## config.mk

```make
export PLATFORM = sky130hd
export DESIGN_NAME = adsc_core
export DESIGN_NICKNAME = d
export VERILOG_FILES = /design/src/sv/adsc_pkg.sv /design/src/sv/adsc_core.sv
export SDC_FILE = /design/constraint.sdc
export NUM_CORES = 1
export LEC_CHECK = 0
export ABC_AREA = 0
export BUFFER_PORTS_ARGS = -buffer_cell sky130_fd_sc_hd__buf_2
export CAP_MARGIN = 0
export CORE_MARGIN = 2
export CORE_UTILIZATION = 60
export CTS_BUF_LIST = sky130_fd_sc_hd__clkbuf_16
export DETAILED_ROUTE_END_ITERATION = 7
export PLACE_DENSITY = 0.76
export REMOVE_ABC_BUFFERS = 1
export SLEW_MARGIN = 20
export SYNTH_ARGS = -nofsm -noshare
export SYNTH_HDL_FRONTEND = slang
export SYNTH_SLANG_ARGS = --single-unit
```

## constraint.sdc

```tcl
create_clock -name clk -period 8 [get_ports clk]
set_clock_uncertainty 0.05 [all_clocks]
set_input_delay 0 -clock clk [delete_from_list [all_inputs] [get_ports clk]]
set_output_delay 0 -clock clk [all_outputs]
set_load 0.1 [all_outputs]
```

## src/sv/adsc_pkg.sv

```systemverilog
// ----------------------------------------------------------------------------
// adsc_pkg: shared types and constants for the ASCII decimal sum checker
// Word layouts for the byte and result channels, field widths and the
// character codes the parser recognizes.
// ----------------------------------------------------------------------------
package adsc_pkg;

  // Field and state widths
  localparam int BYTE_W   = 8;
  localparam int SUM_W    = 31;
  localparam int TOKEN_W  = 34;   // holds ten decimal digits
  localparam int DIGITS_W = 4;

  // Longest number accepted, in digits
  localparam logic [DIGITS_W-1:0] MAX_DIGITS = 4'd10;

  // Largest legal number and sum
  localparam logic [TOKEN_W-1:0] LIMIT_31 = 34'd2147483647;

  // Character codes
  localparam logic [BYTE_W-1:0] CHAR_ZERO = 8'd48;
  localparam logic [BYTE_W-1:0] CHAR_NINE = 8'd57;
  localparam logic [BYTE_W-1:0] CHAR_CR   = 8'd13;
  localparam logic [BYTE_W-1:0] CHAR_LF   = 8'd10;
  localparam logic [BYTE_W-1:0] CHAR_SP   = 8'd32;

  // One message byte
  typedef struct packed {
    logic [BYTE_W-1:0] data_byte;
    logic              last_byte;
  } in_word_t;

  // One message result
  typedef struct packed {
    logic [SUM_W-1:0] total;
    logic             error;
  } out_word_t;

endpackage

```

## src/sv/adsc_core.sv

```systemverilog
// ----------------------------------------------------------------------------
// adsc_core: message parser and accumulator
// Updates the number, digit count, running sum and flags for one byte per
// cycle while fire is high and forms the result on the last byte of a message.
// ----------------------------------------------------------------------------
module adsc_core (
  input  logic                clk,
  input  logic                rst,
  input  logic                fire,
  input  adsc_pkg::in_word_t  word,
  output logic                result_load,
  output adsc_pkg::out_word_t result
);

  // Parser state
  logic [adsc_pkg::TOKEN_W-1:0]  token_value, token_value_next;
  logic [adsc_pkg::DIGITS_W-1:0] token_digits, token_digits_next;
  logic [adsc_pkg::SUM_W-1:0]    running_sum, running_sum_next;
  logic                          bad_flag, bad_flag_next;
  logic                          seen_digit, seen_digit_next;

  // Intermediate values
  logic [adsc_pkg::TOKEN_W-1:0]  tv1;
  logic [adsc_pkg::DIGITS_W-1:0] td1;
  logic                          bad1;
  logic                          seen1;
  logic                          close;
  logic                          sep_hit;
  logic [adsc_pkg::SUM_W:0]      sum_wide;
  logic [adsc_pkg::SUM_W-1:0]    rs2;
  logic                          bad2;
  logic                          err;

  always_comb begin
    tv1     = token_value;
    td1     = token_digits;
    bad1    = bad_flag;
    seen1   = seen_digit;
    sep_hit = 1'b0;

    // Byte classification
    if (!bad_flag) begin
      case (word.data_byte) inside
        [adsc_pkg::CHAR_ZERO:adsc_pkg::CHAR_NINE]: begin
          seen1 = 1'b1;
          if (token_digits >= adsc_pkg::MAX_DIGITS) begin
            bad1 = 1'b1;
          end else begin
            // value * 10 + digit
            tv1 = (token_value << 3) + (token_value << 1)
                + adsc_pkg::TOKEN_W'(word.data_byte - adsc_pkg::CHAR_ZERO);
            td1 = token_digits + 1'b1;
          end
        end
        adsc_pkg::CHAR_SP, adsc_pkg::CHAR_LF: begin
          sep_hit = 1'b1;
        end
        adsc_pkg::CHAR_CR: begin
          sep_hit = 1'b0;
        end
        default: begin
          bad1 = 1'b1;
        end
      endcase
    end

    // Close the current number on a separator or the end of the message
    close    = sep_hit || word.last_byte;
    sum_wide = {1'b0, running_sum} + {1'b0, tv1[adsc_pkg::SUM_W-1:0]};
    rs2      = running_sum;
    bad2     = bad1;
    if (close && td1 != '0 && !bad1) begin
      if (tv1 > adsc_pkg::LIMIT_31) begin
        bad2 = 1'b1;
      end else if (sum_wide[adsc_pkg::SUM_W]) begin
        bad2 = 1'b1;
      end else begin
        rs2 = sum_wide[adsc_pkg::SUM_W-1:0];
      end
    end

    // Result
    err           = bad2 || !seen1;
    result.error  = err;
    result.total  = err ? '0 : rs2;
    result_load   = fire && word.last_byte;

    // Next state; a message end clears everything
    if (word.last_byte) begin
      token_value_next  = '0;
      token_digits_next = '0;
      running_sum_next  = '0;
      bad_flag_next     = 1'b0;
      seen_digit_next   = 1'b0;
    end else begin
      token_value_next  = close ? '0 : tv1;
      token_digits_next = close ? '0 : td1;
      running_sum_next  = rs2;
      bad_flag_next     = bad2;
      seen_digit_next   = seen1;
    end
  end

  // State registers
  always_ff @(posedge clk) begin
    if (rst) begin
      token_value  <= '0;
      token_digits <= '0;
      running_sum  <= '0;
      bad_flag     <= 1'b0;
      seen_digit   <= 1'b0;
    end else if (fire) begin
      token_value  <= token_value_next;
      token_digits <= token_digits_next;
      running_sum  <= running_sum_next;
      bad_flag     <= bad_flag_next;
      seen_digit   <= seen_digit_next;
    end
  end

endmodule

```

==> reports/metrics.cfg <==
[run_status]
status = finished, final reports clean

[power_and_ir_drop]
ir_drop_mv = 0.104
p_total_mw = 0.915
leakagePower_nw = 3.49
p_per_area_nw_per_um2 = 112

[logic_synthesis]
ys_seq_area_share_pct = 18.9
yosys.cell_types.count = 75
netlist_top_cells_count = 94 x a21oi_1, 92 x o21ai_0, 82 x nand2_1
netlist_area_um2 = 7540
synth_area_per_cell_um2 = 7.90
synth_flop_cell = dfxtp_1
synth_warnings = 0
synth.ff_latch_count = 71
post-synth-top-count-cell = a21oi_1
yosys.area.top_type = dfxtp_1
netlist_instances = 954
async_reset_ff_share_pct = 0
synth_top_area_share_pct = 18.9
synthTopCellsByArea = dfxtp_1 19%, ha_1 11%, fa_1 8.5%
synth_edf_count = 0

[floorplan]
initial_core_util_pct = 62.2
fp.dieW_um = 116
dieArea_um2 = 13500
dieHeight_um = 116
num_rows = 40
pin_count = 45
core_area_um2 = 12100

[clock_tree]
clock-root-buffer = clkbuf_16
htreeDepth = 3
clk_pin_slew_ps = 60
cts.path.max_buffers = 2
tritoncts = yes
cts_resized = 0
insertion_delay_ps = 350
postCtsSetupBuffers = 0
numCtsBuffers = 9
numClockSinks = 71

[cells_and_area]
syn2layout_area_growth_pct = 8.60
fin_area_um2 = 8180
drive_gt1_share_pct = 10.0
nets = 1088
instances_no_fill = 1148
fillers = 1105
n_antenna_cell = 0

[placement]
numPortBuffers = 44
dp_hpwl_um = 14900
pre_cts_ws_ps = 711
placed_area_um2 = 7850
globalplace.congestion = 0.975
dp_cells = 1131

[worst_hold_path]
holdPathStages = 5
holdCritPathClass = in2reg

[critical_path]
r2r_cells = 23
cp-endpoint = result[31]
critPathLaunch = word[5]
cp_max_fo = 19
critPathBufInv = 5
timing.reg2reg.setup_slack_ps = 1290
path_class = in2out
slowest_delay_ps = 830
arrival_ps = 7370
slowest_stage = nor3_2
rr_startpoint = token_value[2]
crit_path_frequent_cell = nand3_1
critPathRequiredTime_ps = 7950
critPathTopFamily = simple AND/OR/NAND/NOR gates
cp.depth = 28
end_kind = output pin
rr_endpoint = running_sum[22]
crit_path_start_kind = primary input

[timing]
drv_slew = 0
fin_ws_ps = 579
slew_headroom_pct = 29.9
post-route-min-period_ps = 7420
rsz0062_at_grt = no
finalHoldViolations = 0
finalSetupViolations = 0
timing.final.crit_share_pct = 92.8
tightest_slew_ps = 1050
fmax_mhz = 135

[drt]
viasPerCell = 6.40
postRouteAntennaNets = 0
drt_pass1_iterations = 5
drc_errors = 0
vias = 7346
drtIter0Drc = 777
wl_um = 20900
post_drt_wl_per_cell_um = 18.2

[global_routing]
grt_pass1_vias = 6673
grt_first_pass_wirelength_um = 33900
grtUsageTotal_pct = 31.7
grt-ovfl-total = 0
grt-busiest-layer = met2
grt_use_met2_pct = 52.2
grt_max_degree = 46
antenna_found_initial = 0
met1_usage_pct = 44.0
use_met3_pct = 5.07

[run]
cap_violations = 0

through the flow:
stage / utilization [%] / setup TNS (ps) / hold slack (ps)
5_1_grt: 67.6 / 0 / 41.2
2_1_floorplan: - / -18290 / 19.1
4_1_cts: 67.6 / 0 / 26.0
6_report: 67.6 / 0 / 27.2
3_5_place_dp: 64.8 / 0 / 254
3_3_place_gp: 64.8 / 0 / 253
worst min path at each step:
stage | start | endpoint | slack [ps]
after floorplan | rst | bad_flag | 20
after global placement | fire | token_digits[2] | 250
after detailed placement | fire | token_digits[2] | 250
after CTS | word[1] | token_value[0] | 30
after global routing | word[0] | seen_digit | 40
final | word[1] | token_value[0] | 30
routing by layer:
| metal | vias to the layer above | routed length, µm |
|---|---|---|
| met5 | - | 0 |
| met4 | 0 | 338 |
| met3 | 26 | 1250 |
| met2 | 221 | 9670 |
| met1 | 3523 | 9690 |
| li1 | 3576 | - |
cell usage in the layout (no fill, tap or decap), types with 13 or more instances in the layout:
cell,n
inv_1,29
a21o_1,18
xnor2_1,29
nor2_1,80
o211ai_1,13
dfxtp_1,71
fa_1,32
a21oi_1,94
nand3_1,39
nand2_1,82
ha_1,69
buf_2,44
a22o_1,31
o21ai_0,92
a22oi_1,32
nor3_1,15
xor2_1,27
sequential cells by signal, indices dropped and copies added, names as in the netlist:
name	flops
token_value	34
running_sum	31
token_digits	4
bad_flag	1
seen_digit	1
final cells by class:
type | instances | area [µm²] | area share [%]
multi-input cells | 806 | 5800 | 70.8
flip-flops and latches | 71 | 1420 | 17.4
repair buffers | 57 | 320 | 3.91
clock buffers | 9 | 225 | 2.75
well taps | 168 | 210 | 2.57
inverters | 30 | 113 | 1.38
clock inverters | 7 | 96.3 | 1.18
worst register-to-register path: cells and delay by family (launching register included):
| kind | cells | cell delay, ps |
|---|---|---|
| AND/OR/NAND/NOR | 11 | 2270 |
| XOR/XNOR | 1 | 130 |
| flip-flops | 1 | 370 |
| AO/OA/AOI/OAI | 6 | 2050 |
| buffers and inverters | 2 | 360 |
| adder cells (fa/ha/maj) | 3 | 1380 |
kinds of logic after synthesis:
family,share of synthesized area [%]
buf+inv,4.35
flops,18.9
xor+xnor,6.51
mux,0.797
compound gates,31.3
simple gates,18.2
fa+ha+maj,20.0
repair_timing:
item / 4_1_cts / 5_1_grt
endpoints found under the setup margin: 0 / 0
hold buffers: 1 / 0
endpoints found under the hold margin: 2 / 0
power by group:
| group | leakage, nW | internal (mW) | total, mW | switching [mW] |
|---|---|---|---|---|
| registers | 0.572 | 0.354 | 0.356 | 0.00116 |
| clock network | 0.150 | 0.274 | 0.454 | 0.180 |
| logic | 2.77 | 0.0341 | 0.106 | 0.0717 |
| total | 3.49 | 0.662 | 0.915 | 0.253 |
Power figures use the tool's default switching activity.
